==> src/rtl/core/dcpc_pkg.sv <==
`default_nettype none

package dcpc_pkg;

    localparam int CHANNEL_W        = 8;
    localparam int COUNT_W          = 21;
    localparam int PIXEL_TDATA_W    = 24;
    localparam int RESULT_TDATA_W   = 72;
    localparam int MAX_FRAME_PIXELS = 1048576;

    localparam logic [COUNT_W-1:0] COUNT_MASK = {COUNT_W{1'b1}};

    localparam logic [COUNT_W-1:0] COUNT_LIMIT =
        (MAX_FRAME_PIXELS > 2097151) ? COUNT_MASK : COUNT_W'(MAX_FRAME_PIXELS);

    localparam logic [CHANNEL_W-1:0] THRESHOLD_RESET = 8'd80;

    typedef enum logic [1:0] {
        DOM_NONE  = 2'd0,
        DOM_RED   = 2'd1,
        DOM_GREEN = 2'd2,
        DOM_BLUE  = 2'd3
    } dominant_t;

    function automatic logic is_color(
        input logic [CHANNEL_W-1:0] main_ch,
        input logic [CHANNEL_W-1:0] other_a,
        input logic [CHANNEL_W-1:0] other_b,
        input logic [CHANNEL_W-1:0] threshold
    );
        logic [CHANNEL_W:0] main_x;
        logic [CHANNEL_W:0] dbl_a;
        logic [CHANNEL_W:0] dbl_b;
        main_x = {1'b0, main_ch};
        dbl_a  = {other_a, 1'b0};
        dbl_b  = {other_b, 1'b0};
        return (main_ch > threshold) && (main_x > dbl_a) && (main_x > dbl_b);
    endfunction

    function automatic logic [COUNT_W-1:0] bump(
        input logic [COUNT_W-1:0] count,
        input logic               hit
    );
        logic [COUNT_W-1:0] result;
        result = count;
        if (hit && (count < COUNT_LIMIT))
        begin
            result = count + COUNT_W'(1);
        end
        else if (hit)
        begin
            result = COUNT_LIMIT;
        end
        return result;
    endfunction

endpackage

`default_nettype wire

==> src/rtl/core/dominant_color_pixel_counter_unit.sv <==
// The pixel with tlast passes the input register, then the result register drives m_axis.
// Throughput: one pixel per cycle unless the stall below holds; classification and
// counter update sit between the input register and the result register.
// A result waiting on m_axis stalls the input only when the next frame-end pixel arrives.
// Reset (rst_n low, asynchronous): counters cleared, threshold back to 80, both sides empty.
`default_nettype none

module dominant_color_pixel_counter_unit
    import dcpc_pkg::*;
(
    input  wire logic                      clk,
    input  wire logic                      rst_n,
    input  wire logic                      cfg_wr_en,
    input  wire logic [CHANNEL_W-1:0]      cfg_wr_data,
    input  wire logic                      s_axis_tvalid,
    output logic                           s_axis_tready,
    // red [7:0], green [15:8], blue [23:16]
    input  wire logic [PIXEL_TDATA_W-1:0]  s_axis_tdata,
    input  wire logic                      s_axis_tlast,
    output logic                           m_axis_tvalid,
    input  wire logic                      m_axis_tready,
    // red_count [20:0], green_count [41:21], blue_count [62:42], dominant [64:63], zero pad
    output logic [RESULT_TDATA_W-1:0]      m_axis_tdata
);

    logic [CHANNEL_W-1:0] threshold_reg;

    logic                 in_valid_reg;
    logic                 in_last_reg;
    logic [CHANNEL_W-1:0] red_reg;
    logic [CHANNEL_W-1:0] green_reg;
    logic [CHANNEL_W-1:0] blue_reg;

    logic [COUNT_W-1:0]   red_total_reg;
    logic [COUNT_W-1:0]   green_total_reg;
    logic [COUNT_W-1:0]   blue_total_reg;

    logic                 out_valid_reg;
    logic [COUNT_W-1:0]   red_count_reg;
    logic [COUNT_W-1:0]   green_count_reg;
    logic [COUNT_W-1:0]   blue_count_reg;
    dominant_t            dominant_reg;

    logic                 advance;
    logic                 out_free;
    logic [COUNT_W-1:0]   red_total_next;
    logic [COUNT_W-1:0]   green_total_next;
    logic [COUNT_W-1:0]   blue_total_next;
    dominant_t            dominant_next;
    logic [COUNT_W-1:0]   best;

    assign out_free      = !out_valid_reg || m_axis_tready;
    assign advance       = in_valid_reg && (!in_last_reg || out_free);
    assign s_axis_tready = !in_valid_reg || advance;

    always_comb
    begin
        red_total_next   = bump(red_total_reg,
                                is_color(red_reg, green_reg, blue_reg, threshold_reg));
        green_total_next = bump(green_total_reg,
                                is_color(green_reg, red_reg, blue_reg, threshold_reg));
        blue_total_next  = bump(blue_total_reg,
                                is_color(blue_reg, red_reg, green_reg, threshold_reg));

        best          = '0;
        dominant_next = DOM_NONE;
        if (red_total_next > best)
        begin
            best          = red_total_next;
            dominant_next = DOM_RED;
        end
        if (green_total_next > best)
        begin
            best          = green_total_next;
            dominant_next = DOM_GREEN;
        end
        if (blue_total_next > best)
        begin
            dominant_next = DOM_BLUE;
        end
    end

    always_ff @(posedge clk or negedge rst_n)
    begin
        if (!rst_n)
        begin
            threshold_reg <= THRESHOLD_RESET;
        end
        else if (cfg_wr_en)
        begin
            threshold_reg <= cfg_wr_data;
        end
    end

    always_ff @(posedge clk or negedge rst_n)
    begin
        if (!rst_n)
        begin
            in_valid_reg <= 1'b0;
        end
        else if (s_axis_tready)
        begin
            in_valid_reg <= s_axis_tvalid;
        end
    end

    always_ff @(posedge clk)
    begin
        if (s_axis_tready && s_axis_tvalid)
        begin
            red_reg     <= s_axis_tdata[7:0];
            green_reg   <= s_axis_tdata[15:8];
            blue_reg    <= s_axis_tdata[23:16];
            in_last_reg <= s_axis_tlast;
        end
    end

    always_ff @(posedge clk or negedge rst_n)
    begin
        if (!rst_n)
        begin
            red_total_reg   <= '0;
            green_total_reg <= '0;
            blue_total_reg  <= '0;
        end
        else if (advance && in_last_reg)
        begin
            red_total_reg   <= '0;
            green_total_reg <= '0;
            blue_total_reg  <= '0;
        end
        else if (advance)
        begin
            red_total_reg   <= red_total_next;
            green_total_reg <= green_total_next;
            blue_total_reg  <= blue_total_next;
        end
    end

    always_ff @(posedge clk or negedge rst_n)
    begin
        if (!rst_n)
        begin
            out_valid_reg <= 1'b0;
        end
        else if (advance && in_last_reg)
        begin
            out_valid_reg <= 1'b1;
        end
        else if (m_axis_tready)
        begin
            out_valid_reg <= 1'b0;
        end
    end

    always_ff @(posedge clk)
    begin
        if (advance && in_last_reg)
        begin
            red_count_reg   <= red_total_next;
            green_count_reg <= green_total_next;
            blue_count_reg  <= blue_total_next;
            dominant_reg    <= dominant_next;
        end
    end

    assign m_axis_tvalid = out_valid_reg;
    assign m_axis_tdata  = {7'b0, dominant_reg, blue_count_reg, green_count_reg,
                            red_count_reg};

    a_count_limit: assert property (@(posedge clk) disable iff (!rst_n)
        red_total_reg <= COUNT_LIMIT && green_total_reg <= COUNT_LIMIT &&
        blue_total_reg <= COUNT_LIMIT)
        else $error("pixel counter above limit");

    a_clear_on_last: assert property (@(posedge clk) disable iff (!rst_n)
        advance && in_last_reg |=> red_total_reg == '0 && green_total_reg == '0 &&
        blue_total_reg == '0)
        else $error("counters not cleared after frame end");

    a_none_is_zero: assert property (@(posedge clk) disable iff (!rst_n)
        out_valid_reg && dominant_reg == DOM_NONE |->
        red_count_reg == '0 && green_count_reg == '0 && blue_count_reg == '0)
        else $error("dominant none with nonzero count");

    a_red_wins: assert property (@(posedge clk) disable iff (!rst_n)
        out_valid_reg && dominant_reg == DOM_RED |->
        red_count_reg >= green_count_reg && red_count_reg >= blue_count_reg)
        else $error("dominant red with smaller red count");

    a_result_slot: assert property (@(posedge clk) disable iff (!rst_n)
        advance && in_last_reg |-> !out_valid_reg || m_axis_tready)
        else $error("result register overwritten");

endmodule

`default_nettype wire
==> config.mk <==
export PLATFORM = sky130hd
export DESIGN_NAME = dominant_color_pixel_counter_unit
export DESIGN_NICKNAME = d
export VERILOG_FILES = /design/src/rtl/core/dcpc_pkg.sv /design/src/rtl/core/dominant_color_pixel_counter_unit.sv
export SDC_FILE = /design/constraint.sdc
export NUM_CORES = 1
export LEC_CHECK = 0
export BUFFER_PORTS_ARGS = -buffer_cell sky130_fd_sc_hd__buf_2
export CELL_PAD_IN_SITES_DETAIL_PLACEMENT = 1
export CELL_PAD_IN_SITES_GLOBAL_PLACEMENT = 1
export CORE_AREA = 2 2 156 158
export CTS_CLUSTER_DIAMETER = 150
export DETAILED_ROUTE_END_ITERATION = 8
export DIE_AREA = 0 0 158 160
export PLACE_DENSITY = 0.88
export SLEW_MARGIN = 20
export SYNTH_ARGS = -nofsm -noshare
export SYNTH_HDL_FRONTEND = slang
export SYNTH_SLANG_ARGS = --single-unit
==> constraint.sdc <==
create_clock -name clk -period 7.4 [get_ports clk]
set_input_delay 0.37 -clock clk [delete_from_list [all_inputs] [get_ports clk]]
set_output_delay 0.37 -clock clk [all_outputs]
set_load 0.05 [all_outputs]
==> results of run 1 <==
## cells in the mapped netlist, types with 8 or more instances
| cell | instances |
|---|---|
| o21ai_0 | 67 |
| a31oi_1 | 10 |
| and2_1 | 17 |
| o21a_1 | 18 |
| inv_1 | 68 |
| a21oi_1 | 82 |
| dfrtp_1 | 71 |
| o21ai_1 | 29 |
| o211ai_1 | 8 |
| mux2i_1 | 23 |
| nor3_1 | 15 |
| nand2_1 | 119 |
| o31ai_1 | 14 |
| nor2_1 | 43 |
| clkbuf_1 | 31 |
| o221ai_1 | 13 |
| nand3_1 | 50 |
| nor2b_1 | 20 |
| edfxtp_1 | 90 |
| nand4_1 | 30 |
| and3_1 | 17 |
| a21o_1 | 27 |
| ha_1 | 111 |
## layout make-up
cell class	instances	share of cell area, %
Inverter	70	2.21
Clock buffer	26	3.95
Timing Repair Buffer	114	5.22
Tap cell	324	3.41
Clock inverter	5	0.695
Multi-Input combinational cell	816	46.4
Sequential cell	163	38.1
## power groups by stage
stage	Sequential [W]	Combinational, W	Clock (W)
after floorplan	0.00122	0.000603	0
after global placement	0.00116	0.000900	0
after detailed placement	0.00116	0.000958	0
after CTS	0.00115	0.000979	0.000877
after global routing	0.00116	0.00108	0.000904
final	0.00115	0.000991	0.000870
## timing repair
item                                    CTS  global route
endpoints found under the setup margin    0             2
hold buffers                              0             1
gates resized for setup                   0             2
hold endpoints to repair                  0            26
## placed cells by master, fill, tap and decap left out, types with 16 or more instances in the layout
cell / n
a21o_1: 27
a21oi_1: 82
and2_1: 16
and3_1: 17
buf_2: 103
clkbuf_16: 17
dfrtp_1: 71
edfxtp_1: 90
ha_1: 111
inv_1: 67
mux2i_1: 23
nand2_1: 118
nand3_1: 50
nand4_1: 30
nor2_1: 43
nor2b_1: 20
o21a_1: 18
o21ai_0: 66
o21ai_1: 30
## worst max-delay path, stage by stage, from the launching register on
cell and delay, ps:
edfxtp_1 460, inv_1 110, ha_1 300, a211oi_1 70, or3_1 390, a32oi_2 260, o211ai_4 380, buf_4 320
or4_1 510, o21ai_1 340, inv_1 160, ha_1 340, nand4_1 140, nor2_1 210, o21ai_0 140, o211ai_1 160
nand2_1 350, buf_4 340, mux2i_1 280, ha_1 310, a21o_1 220, a21oi_1 180, o21ai_0 130, a21oi_1 130
o21ai_0 90, o31ai_1 120, a21bo_1 250
## per-layer routing
| layer | up-vias | track usage (%) | wire length, um | part of all wire, % |
|---|---|---|---|---|
| met1 | 4537 | 33.1 | 13500 | 41 |
| met3 | 106 | 4.83 | 1860 | 5.6 |
| met2 | 370 | 46.5 | 16500 | 50 |
| li1 | 4226 | - | - | - |
| met4 | 0 | 12.2 | 1470 | 4.4 |
| met5 | - | 0 | 0 | 0 |
## how the worst min path moves through the flow
stage / from / end / slack (ps) / depth (start not counted)
CTS: s_axis_tdata[2] / red_reg[2] / 100 / 1
finish: s_axis_tdata[18] / blue_reg[2] / 100 / 1
global placement: blue_total_reg[14] / blue_total_reg[14] / 500 / 1
floorplan: rst_n / blue_total_reg[0] / 70 / 0
detailed placement: blue_total_reg[14] / blue_total_reg[14] / 510 / 1
global route: s_axis_tdata[18] / blue_reg[2] / 100 / 1
## stage by stage
| stage | total power (W) | worst slack [ps] | cells | area, um2 |
|---|---|---|---|---|
| CTS | 0.00300 | 429 | 1516 | 11800 |
| finish | 0.00301 | 440 | 1518 | 11900 |
| floorplan | 0.00183 | 1630 | 1097 | 10500 |
| global route | 0.00314 | 63.6 | 1518 | 11900 |
| detailed placement | 0.00212 | 545 | 1485 | 11300 |
| global placement | 0.00206 | 772 | 1485 | 11300 |
## logic make-up after synthesis
| family | after synthesis | share of synthesized area (%) |
|---|---|---|
| DFF | 163 | 43.2 |
| adders and majority gates | 111 | 13.2 |
| buffers and inverters | 118 | 4.62 |
| AOI/OAI and AO/OA | 303 | 18.1 |
| muxes | 24 | 2.30 |
| other | 1 | 0.0358 |
| xor gates and xnor gates | 7 | 0.585 |
| and+or+nand+nor | 364 | 17.9 |
==> Implementation_results.wiki, run 1 <==
{| class="wikitable"
! Metric !! Value
|-
| VDD IR-drop max || 0.133 mV
|-
| Cell taking the most area after synthesis || edfxtp_1
|-
| Clock transition at the register clock pins on the worst setup and hold paths after CTS || 70 ps
|-
| Maximum clock insertion buffer count || 2
|-
| Area enclosed by the die boundary || 0.0253 mm2
|-
| Total congestion overflow || 0
|-
| Clock Root Buffer || clkbuf_16
|-
| Switch Pwr || 0.00110 W
|-
| Synthesized instance count || 1091
|-
| NumNets Final || 1331
|-
| Part of the power in the clock network || 28.9%
|-
| Final hold slack || 101 ps
|-
| Arr. time, crit path || 7160 ps
|-
| Initial core utilization || 44.0%
|-
| Clock tree from TritonCTS || built
|-
| Ratio of final minimum period to clock period || 94.1%
|-
| IO Port Bufs || 104
|-
| Prevailing post-synth register cell || edfxtp_1
|-
| Gp weighted congestion || 0.896
|-
| Power per cell area || 254 mW/mm2
|-
| Final max-slew violation count || 0
|-
| Number of nets with antenna violations after routing || 0
|-
| Area of combinational cells with multiple inputs || 0.00551 mm2
|-
| Antenna Cells || 0
|-
| Cell count of the worst reg-to-reg path || 26
|-
| Max capacitance violation total || 0
|-
| Capturing element type of the critical path || flip-flop
|-
| Class of the tightest hold or removal check || input pin to flip-flop
|-
| Area of the mapped netlist || 0.0105 mm2
|-
| Vertical die dimension || 160 um
|-
| Total global routing track utilization || 27.1%
|-
| Leak Pwr || 5.27 nW
|-
| Proportion of netlist area held by the largest area contributor || 25.8%
|-
| Core Region || 0.0238 mm2
|-
| Vias after detailed routing || 9239
|-
| Share of final-layout standard cells stronger than drive strength 1 || 13.5%
|-
| Largest net degree at the start of global routing || 74
|-
| Worst-Skew Late Latency || 440 ps
|-
| DRC violation total after the first TritonRoute iteration || 632
|-
| Area overhead of the layout relative to synthesis || 13.3%
|-
| Detailed-route DRC error count || 0
|-
| Number of vias per cell || 6.09
|-
| Number of buffers inserted during clock tree synthesis || 17
|-
| Part of the total power dissipated in combinational logic || 32.9%
|-
| Main area contributors after synthesis || edfxtp_1, dfrtp_1, ha_1
|-
| Capture point of the worst path || dominant_reg[0]
|-
| Switching Share || 36.4%
|-
| Utilization of the core after routing || 49.9%
|-
| Half-perimeter wire length of the detailed placement result || 24.0 mm
|-
| Worst flop-to-flop path startpoint || blue_reg[5]
|-
| Number of endpoints with negative hold slack in the final report || 0
|-
| Slew headroom || 27.9%
|-
| Average footprint of a synthesized cell || 9.61 um2
|-
| Storage cell area || 0.00453 mm2
|-
| Internal power consumption || 0.00192 W
|-
| Number of cell rows || 57
|-
| Detail-routed net length per standard cell || 22.0 um
|-
| Post-synth EDFFs || 90
|-
| Largest fanout of any net on the critical path || 37
|-
| Final number of setup-violating endpoints || 0
|-
| Setup TNS || 0 ps
|-
| Wire length of the first global-routing pass || 53.2 mm
|-
| Ports || 112
|-
| Critical Path Source Type || flip-flop
|-
| Number of distinct standard cells referenced by the synthesized netlist || 69
|-
| Proportion of synthesized chip area in sequential cells || 43.2%
|-
| Required @ worst endpoint || 7600 ps
|-
| Number of optimization iterations in the first detailed-route pass || 5
|-
| Part of the total power dissipated in sequential elements || 38.2%
|-
| Worst setup path category || flip-flop to flip-flop
|-
| Filler cell count || 2766
|-
| Worst Tran Pin Value || 1080 ps
|-
| Fmax achieved || 144 MHz
|-
| Syn. warnings || 0
|-
| Largest clock skew in the final design || 13.9 ps
|-
| Via count of the first global-routing pass || 9971
|-
| Postcts setup bufs || 0
|-
| Unrepaired setup endpoints after global routing || no
|-
| Endpoint of the worst register-to-register path || dominant_reg[0]
|-
| Number of levels in the clock H-tree || 4
|-
| Async set-reset flop share out of synthesis || 44.8%
|-
| #FFs+latches synth || 163
|-
| Horiz. Die Dim || 158 um
|-
| Run status || completed
|-
| Total routed wirelength || 33.4 mm
|-
| Sink Count || 163
|-
| Post-layout min period || 6960 ps
|-
| Worst reg-to-reg setup slack || 440 ps
|-
| Crit path from || blue_reg[5]
|-
| Initial antenna violation count || 0
|}
Power figures use the tool's default switching activity.
==> run 2, diff against run 1 <==
--- a/config.mk
+++ b/config.mk
@@ -8,11 +8,11 @@
 export BUFFER_PORTS_ARGS = -buffer_cell sky130_fd_sc_hd__buf_2
 export CELL_PAD_IN_SITES_DETAIL_PLACEMENT = 1
 export CELL_PAD_IN_SITES_GLOBAL_PLACEMENT = 1
-export CORE_AREA = 2 2 156 158
+export CORE_AREA = 2 2 177 179
 export CTS_CLUSTER_DIAMETER = 150
 export DETAILED_ROUTE_END_ITERATION = 8
-export DIE_AREA = 0 0 158 160
-export PLACE_DENSITY = 0.88
+export DIE_AREA = 0 0 179 181
+export PLACE_DENSITY = 0.73
 export SLEW_MARGIN = 20
 export SYNTH_ARGS = -nofsm -noshare
 export SYNTH_HDL_FRONTEND = slang
==> run 2 against run 1 <==
  * Combinational power is 2% lower
  * Cell area up 1.6%
  * Clock skew is 5.5 ps lower
  * Cell count increased by 5.5%
  * Critical endpoint unchanged
  * Routed wire length fell by 2.8%
  * Clock power up 6.1%
  * Largest cell class unchanged
==> Implementation_results.wiki, run 2 (same netlist as run 1, synthesis figures left out) <==
{| class="wikitable"
! Metric !! Value
|-
| Run status || completed
|-
| Post-layout min period || 6860 ps (-98.3 ps)
|-
| Required @ worst endpoint || 7610 ps (about the same)
|-
| Filler cell count || 3487 (+26%)
|-
| Number of nets with antenna violations after routing || 0 (unchanged)
|-
| Power per cell area || 252 mW/mm2 (-0.54%)
|-
| Critical Path Slowest Stage Cell || o311ai_2
|-
| Horiz. Die Dim || 179 um (+13%)
|-
| DRC violation total after the first TritonRoute iteration || 565 (-11%)
|-
| Total congestion overflow || 0 (unchanged)
|-
| Vertical die dimension || 181 um (+13%)
|-
| Area overhead of the layout relative to synthesis || 15.1%
|-
| Total routed wirelength || 32.5 mm (-2.8%)
|-
| IO Port Bufs || 104 (unchanged)
|-
| Critical Path Source Type || flip-flop
|-
| Number of vias per cell || 5.61 (-7.9%)
|-
| Wire length of the first global-routing pass || 51.3 mm (-3.7%)
|-
| Ratio of final minimum period to clock period || 92.7% (-1.3 points)
|-
| Detail-routed net length per standard cell || 20.3 um (-7.9%)
|-
| Number of cell rows || 64 (+12%)
|-
| Detailed-route DRC error count || 0 (unchanged)
|-
| Largest clock skew in the final design || 8.35 ps (-5.52 ps)
|-
| Slowest stage delay, CP || 530 ps (+20 ps)
|-
| Number of buffers inserted during clock tree synthesis || 17 (unchanged)
|-
| Utilization of the core after routing || 39.8% (-10 points)
|-
| Area of combinational cells with multiple inputs || 0.00551 mm2 (about the same)
|-
| Capturing element type of the critical path || flip-flop
|-
| Worst Tran Pin Value || 989 ps (-87.6 ps)
|-
| Largest fanout of any net on the critical path || 28 (-24%)
|-
| Sink Count || 163 (unchanged)
|-
| Maximum clock insertion buffer count || 2 (unchanged)
|-
| Number of levels in the clock H-tree || 4 (unchanged)
|-
| Class of the tightest hold or removal check || input pin to flip-flop
|-
| Postcts setup bufs || 0 (unchanged)
|-
| Finished layout cell area || 0.0121 mm2 (+1.6%)
|-
| Crit path top cell by count || ha_1
|-
| Number of endpoints with negative hold slack in the final report || 0 (unchanged)
|-
| Leak Pwr || 5.33 nW (+1.2%)
|-
| Final number of setup-violating endpoints || 0 (unchanged)
|-
| Initial core utilization || 34.6% (-9.5 points)
|-
| Largest net degree at the start of global routing || 68 (-8.1%)
|-
| Final max-slew violation count || 0 (unchanged)
|-
| Via count of the first global-routing pass || 9295 (-6.8%)
|-
| Clock transition at the register clock pins on the worst setup and hold paths after CTS || 70 ps (about the same)
|-
| Clock Root Buffer || clkbuf_16
|-
| Antenna Cells || 0 (unchanged)
|-
| Total global routing track utilization || 20.6% (-6.6 points)
|-
| Slew headroom || 33.5% (+5.6 points)
|-
| Clock tree from TritonCTS || built
|-
| Worst setup path category || flip-flop to flip-flop
|-
| Max capacitance violation total || 0 (unchanged)
|-
| Area enclosed by the die boundary || 0.0324 mm2 (+28%)
|-
| Half-perimeter wire length of the detailed placement result || 24.0 mm (+0.20%)
|-
| Vias after detailed routing || 8983 (-2.8%)
|-
| Unrepaired setup endpoints after global routing || no
|-
| Setup TNS || 0 ps (unchanged)
|-
| Share of final-layout standard cells stronger than drive strength 1 || 14.8% (+1.4 points)
|-
| Leading cell type in the layout, fill and taps excluded || nand2_1
|-
| Number of optimization iterations in the first detailed-route pass || 5 (unchanged)
|-
| Gp weighted congestion || 0.882 (-1.6%)
|-
| Arr. time, crit path || 7070 ps (-90 ps)
|-
| VDD IR-drop max || 0.141 mV (+6.5%)
|-
| Storage cell area || 0.00453 mm2 (unchanged)
|-
| Highest-count cells in the layout ignoring fill and taps || nand2_1, ha_1, buf_2
|-
| Worst-Skew Late Latency || 450 ps (about the same)
|-
| Fmax achieved || 146 MHz (+1.4%)
|-
| Ports || 112 (unchanged)
|-
| Cell area reported after detailed placement || 0.0115 mm2 (+1.6%)
|-
| Initial antenna violation count || 0 (unchanged)
|-
| NumNets Final || 1342 (+0.83%)
|-
| Core Region || 0.0303 mm2 (+27%)
|}
-- run 2: repair_timing --
item                                    in CTS  in global routing
hold buffers                                 1                  0
endpoints found under the setup margin       0                  2
resized for setup                            0                  1
hold endpoints to repair                    33                  0
-- run 2: metal layers --
layer  vias up  wire [um]  GRT usage, %
li1       4241          -             -
met1      4451      14600          26.5
met2       238      15500          34.3
met3        53       1420          3.24
met4         0        873          8.10
met5         -          0             0
-- run 2: final timing paths --
check                              startpoint            endpoint  slack (ps)  cells after the start
max in group asynchronous               rst_n  green_total_reg[1]        5990                      3
min in group asynchronous               rst_n   blue_total_reg[1]         440                      2
max reg2reg                       blue_reg[5]     dominant_reg[0]         540                     25
min                           s_axis_tdata[2]          red_reg[2]          90                      1
min reg2reg                blue_total_reg[18]  blue_total_reg[18]         530                      1
max                               blue_reg[5]     dominant_reg[0]         540                     25
-- run 2: through the flow --
step,total power [W],cells,worst slack [ps],hold slack [ps]
2_1_floorplan,0.00183,1097,1630,74.4
3_3_place_gp,0.00208,1569,524,386
3_5_place_dp,0.00213,1569,351,381
4_1_cts,0.00306,1602,288,75.8
5_1_grt,0.00321,1602,91.3,79.4
6_report,0.00304,1602,539,94.9
-- run 2: layout make-up --
cell class / instances / area share (%)
multi-input cells: 816 / 45.6
flip-flops and latches: 163 / 37.5
repair buffers: 125 / 5.66
well taps: 396 / 4.10
clock buffers: 17 / 3.52
inverters: 70 / 2.18
clock inverters: 15 / 1.38
-- run 2: worst max-delay path: cells and delay by family (launching register included) --
kind                       cells  cell delay, ps
AOI/OAI and AO/OA             12            2690
adders and majority gates      3             960
buffers and inverters          4             830
DFF                            1             470
muxes                          1             100
and+or+nand+nor                5            1550
-- run 2: where the power goes --
| group | switching, W | leakage, nW | internal, W |
|---|---|---|---|
| registers | 0.0000874 | 1.78 | 0.00106 |
| clock network | 0.000416 | 0.290 | 0.000507 |
| logic | 0.000619 | 3.26 | 0.000355 |
| total | 0.00112 | 5.33 | 0.00192 |
==> run 3, diff against run 2 <==
--- a/config.mk
+++ b/config.mk
@@ -5,14 +5,15 @@
 export SDC_FILE = /design/constraint.sdc
 export NUM_CORES = 1
 export LEC_CHECK = 0
+export ABC_AREA = 1
 export BUFFER_PORTS_ARGS = -buffer_cell sky130_fd_sc_hd__buf_2
 export CELL_PAD_IN_SITES_DETAIL_PLACEMENT = 1
 export CELL_PAD_IN_SITES_GLOBAL_PLACEMENT = 1
-export CORE_AREA = 2 2 177 179
+export CORE_AREA = 2 2 179 181
 export CTS_CLUSTER_DIAMETER = 150
 export DETAILED_ROUTE_END_ITERATION = 8
-export DIE_AREA = 0 0 179 181
-export PLACE_DENSITY = 0.73
+export DIE_AREA = 0 0 181 183
+export PLACE_DENSITY = 0.75
 export SLEW_MARGIN = 20
 export SYNTH_ARGS = -nofsm -noshare
 export SYNTH_HDL_FRONTEND = slang
==> run 3 against run 2 <==
  * The flow now finishes with violations (hold timing)
  * Clock skew increased by 4.9 ps
  * Sequential power decreased by 9.6%
  * Worst hold slack worse by 120 ps
  * Utilization is 0.38 points lower
  * Cell area up 1.9%
  * Die area up 2.2%
  * Flip-flop and latch count unchanged
  * Fmax rose by 6.6%
  * Non-clock buffer count down 14
  * Clock power up 0.4%
  * Clock-buffer cell count is 3 higher
  * Register-to-register slack improved by 420 ps
  * Critical path type unchanged
==> Implementation_results.wiki, run 3 <==
{| class="wikitable"
! Metric !! Value
|-
| Run status || complete, but fails checks
|-
| Violated checks || hold timing
|-
| Vertical die dimension || 183 um (+1.1%)
|-
| Worst Tran Pin Value || 1060 ps (+71.1 ps)
|-
| IO Port Bufs || 104 (unchanged)
|-
| Clock Root Buffer || clkbuf_16
|-
| Average footprint of a synthesized cell || 8.13 um2 (-15%)
|-
| Setup slack at placement || 1100 ps (+745 ps)
|-
| Worst setup path category || flip-flop to flip-flop
|-
| Proportion of synthesized chip area in sequential cells || 42.0% (-1.3 points)
|-
| Ports || 112 (unchanged)
|-
| Post-route setup slack || 961 ps (+422 ps)
|-
| Number of optimization iterations in the first detailed-route pass || 5 (unchanged)
|-
| Total global routing track utilization || 21.6% (+0.99 points)
|-
| Largest net degree at the start of global routing || 74 (+8.8%)
|-
| Maximum clock insertion buffer count || 2 (unchanged)
|-
| Main area contributors after synthesis || edfxtp_1, dfrtp_1, nand2_1
|-
| Area enclosed by the die boundary || 0.0331 mm2 (+2.2%)
|-
| Unrepaired setup endpoints after global routing || no
|-
| Largest clock skew in the final design || 13.3 ps (+4.92 ps)
|-
| Detailed-route DRC error count || 0 (unchanged)
|-
| Top post-synthesis cells by count || nand2_1, inv_1, ha_1
|-
| Final max-slew violation count || 0 (unchanged)
|-
| Initial antenna violation count || 0 (unchanged)
|-
| Final hold slack || -23.1 ps (-118 ps)
|-
| Leak Pwr || 6.14 nW (+15%)
|-
| Wire length of the first global-routing pass || 55.0 mm (+7.3%)
|-
| Final standard cell count with taps included and fillers excluded || 1839 (+15%)
|-
| Initial core utilization || 34.6% (about the same)
|-
| Postcts setup bufs || 0 (unchanged)
|-
| Horiz. Die Dim || 181 um (+1.1%)
|-
| Post-CTS Resized || 0 (unchanged)
|-
| Leading cell type in the layout, fill and taps excluded || nand2_1
|-
| Area of the mapped netlist || 0.0108 mm2 (+3.0%)
|-
| Gp weighted congestion || 0.899 (+1.9%)
|-
| Post-layout min period || 6440 ps (-422 ps)
|-
| Area overhead of the layout relative to synthesis || 13.9%
|-
| Required @ worst endpoint || 7720 ps (+110 ps)
|-
| Synthesized instance count || 1329 (+22%)
|-
| Number of vias per cell || 5.12 (-8.7%)
|-
| Slowest stage delay, CP || 630 ps (+100 ps)
|-
| DP Cell Count || 1807 (+15%)
|-
| Number of nets with antenna violations after routing || 0 (unchanged)
|-
| Number of distinct standard cells referenced by the synthesized netlist || 48 (-30%)
|-
| Ratio of final minimum period to clock period || 87.0% (-5.7 points)
|-
| Number of endpoints with negative hold slack in the final report || 33 (+33)
|-
| Proportion of netlist area held by the largest area contributor || 25.0% (-0.75 points)
|-
| Capturing element type of the critical path || flip-flop
|-
| Vias after detailed routing || 9416 (+4.8%)
|-
| Total congestion overflow || 0 (unchanged)
|-
| Internal power consumption || 0.00168 W (-12%)
|-
| Critical Path Source Type || flip-flop
|-
| Syn. warnings || 0 (unchanged)
|-
| Number of cell rows || 65 (+1.6%)
|-
| Filler cell count || 3857 (+11%)
|-
| Highest-count cells in the layout ignoring fill and taps || nand2_1, inv_1, ha_1
|-
| Critical Path Slowest Stage Cell || nand2_1
|-
| Part of the power in the clock network || 38.1% (+7.8 points)
|-
| Prevailing post-synth register cell || edfxtp_1
|-
| DRC violation total after the first TritonRoute iteration || 484 (-14%)
|-
| Number of buffers inserted during clock tree synthesis || 17 (unchanged)
|-
| Antenna Cells || 0 (unchanged)
|-
| Detail-routed net length per standard cell || 18.8 um (-7.3%)
|-
| Fmax achieved || 155 MHz (+6.6%)
|-
| Largest fanout of any net on the critical path || 28 (unchanged)
|-
| Clock tree from TritonCTS || built
|-
| Slew headroom || 29.3% (-4.3 points)
|-
| Number of levels in the clock H-tree || 4 (unchanged)
|-
| Top-count cell post-synth || nand2_1
|-
| Class of the tightest hold or removal check || input pin to async pin
|-
| Total routed wirelength || 34.5 mm (+6.4%)
|-
| Hold bufs inserted after CTS || 0 (-1)
|-
| Arr. time, crit path || 6750 ps (-320 ps)
|-
| Part of the total power dissipated in combinational logic || 19.2% (-13 points)
|-
| NumNets Final || 1573 (+17%)
|-
| Part of the total power dissipated in sequential elements || 42.7% (+5.0 points)
|-
| Total power consumption of the routed design || 0.00243 W (-20%)
|-
| Via count of the first global-routing pass || 9926 (+6.8%)
|-
| Half-perimeter wire length of the detailed placement result || 26.4 mm (+10%)
|-
| Crit path top cell by count || nand2_1
|-
| Sink Count || 163 (unchanged)
|-
| Switching Share || 30.9% (-6.0 points)
|-
| #FFs+latches synth || 163 (unchanged)
|-
| Share of final-layout standard cells stronger than drive strength 1 || 12.2% (-2.7 points)
|-
| Final number of setup-violating endpoints || 0 (unchanged)
|-
| Core Region || 0.0312 mm2 (+2.9%)
|-
| Switch Pwr || 0.000751 W (-33%)
|-
| Async set-reset flop share out of synthesis || 44.8% (unchanged)
|-
| Clock transition at the register clock pins on the worst setup and hold paths after CTS || 70 ps (about the same)
|-
| VDD IR-drop max || 0.175 mV (+24%)
|-
| Cell taking the most area after synthesis || edfxtp_1
|-
| Worst-Skew Late Latency || 450 ps (about the same)
|-
| Post-synth EDFFs || 90 (unchanged)
|-
| Max capacitance violation total || 0 (unchanged)
|-
| Setup TNS || 0 ps (unchanged)
|-
| Power per cell area || 198 mW/mm2 (-22%)
|}
[run 3: cell types whose count changed in the layout (fill, tap and decap cells not counted), moves of 23 or more]
cell     change
a21oi_1     -35
inv_1       +86
nand2_1    +322
mux2i_1     -23
a21o_1      -25
nand3_1     +31
xor2_1      +30
o21ai_1     -24
[run 3: critical path, delay by kind of cell (launching register included)]
kind / cells / cell delay, ps
AOI/OAI and AO/OA: 8 / 1010
and+or+nand+nor: 14 / 3320
DFF: 1 / 510
buffers and inverters: 4 / 550
adders and majority gates: 3 / 920
[run 3: area by class of cell]
type                       instances  area, um2  area share [%]
multi-input combinational        974       5500            44.7
sequential                       163       4530            36.8
inverter                         157        589            4.79
timing repair buffer             111        579            4.71
tap                              402        503            4.09
clock buffer                      20        447            3.63
clock inverter                    12        154            1.25
[run 3: cell families (layout without fill, tap and decap cells)]
family,count (synthesis),after routing,synth area share (%)
other,1,7,0.0347
adders and majority gates,111,111,12.9
xor gates and xnor gates,45,45,3.65
buffers and inverters,198,300,7.38
muxes,1,1,0.104
AOI/OAI and AO/OA,142,142,7.33
DFF,163,163,42.0
and+or+nand+nor,668,668,26.7
[run 3: stage by stage]
| step | area, um2 | hold slack (ps) | utilization [%] |
|---|---|---|---|
| after floorplan | 10800 | 74.4 | - |
| after global placement | 11700 | 519 | 37.5 |
| after detailed placement | 11700 | 531 | 37.5 |
| after CTS | 12300 | 71.1 | 39.4 |
| after global routing | 12300 | 26.4 | 39.4 |
| final | 12300 | -23.1 | 39.4 |
[run 3: layer usage]
metal | track usage, % | routed length (um) | vias up
li1 | - | - | 4589
met1 | 27.1 | 15500 | 4631
met2 | 37.8 | 17100 | 154
met3 | 3.87 | 1250 | 42
met4 | 6.47 | 692 | 0
met5 | 0 | 0 | -
[run 3: final timing paths]
path                                           end       startpoint  depth (start not counted)  slack, ps
worst min-delay path              red_total_reg[8]            rst_n                          1        -20
max in group asynchronous       green_total_reg[7]            rst_n                          1       6930
worst min register to register       m_axis_tvalid    m_axis_tvalid                          2        560
worst max-delay path               dominant_reg[0]      blue_reg[6]                         29        960
worst max register to register     dominant_reg[0]      blue_reg[6]                         29        960
min in group clk                      green_reg[1]  s_axis_tdata[9]                          1         90
[run 3: power groups by stage]
| stage | Combinational, W | Sequential [W] | Clock (W) |
|---|---|---|---|
| after floorplan | 0.000257 | 0.00112 | 0 |
| after global placement | 0.000459 | 0.00106 | 0 |
| after detailed placement | 0.000469 | 0.00106 | 0 |
| after CTS | 0.000471 | 0.00104 | 0.000952 |
| after global routing | 0.000526 | 0.00104 | 0.000981 |
| final | 0.000466 | 0.00104 | 0.000927 |
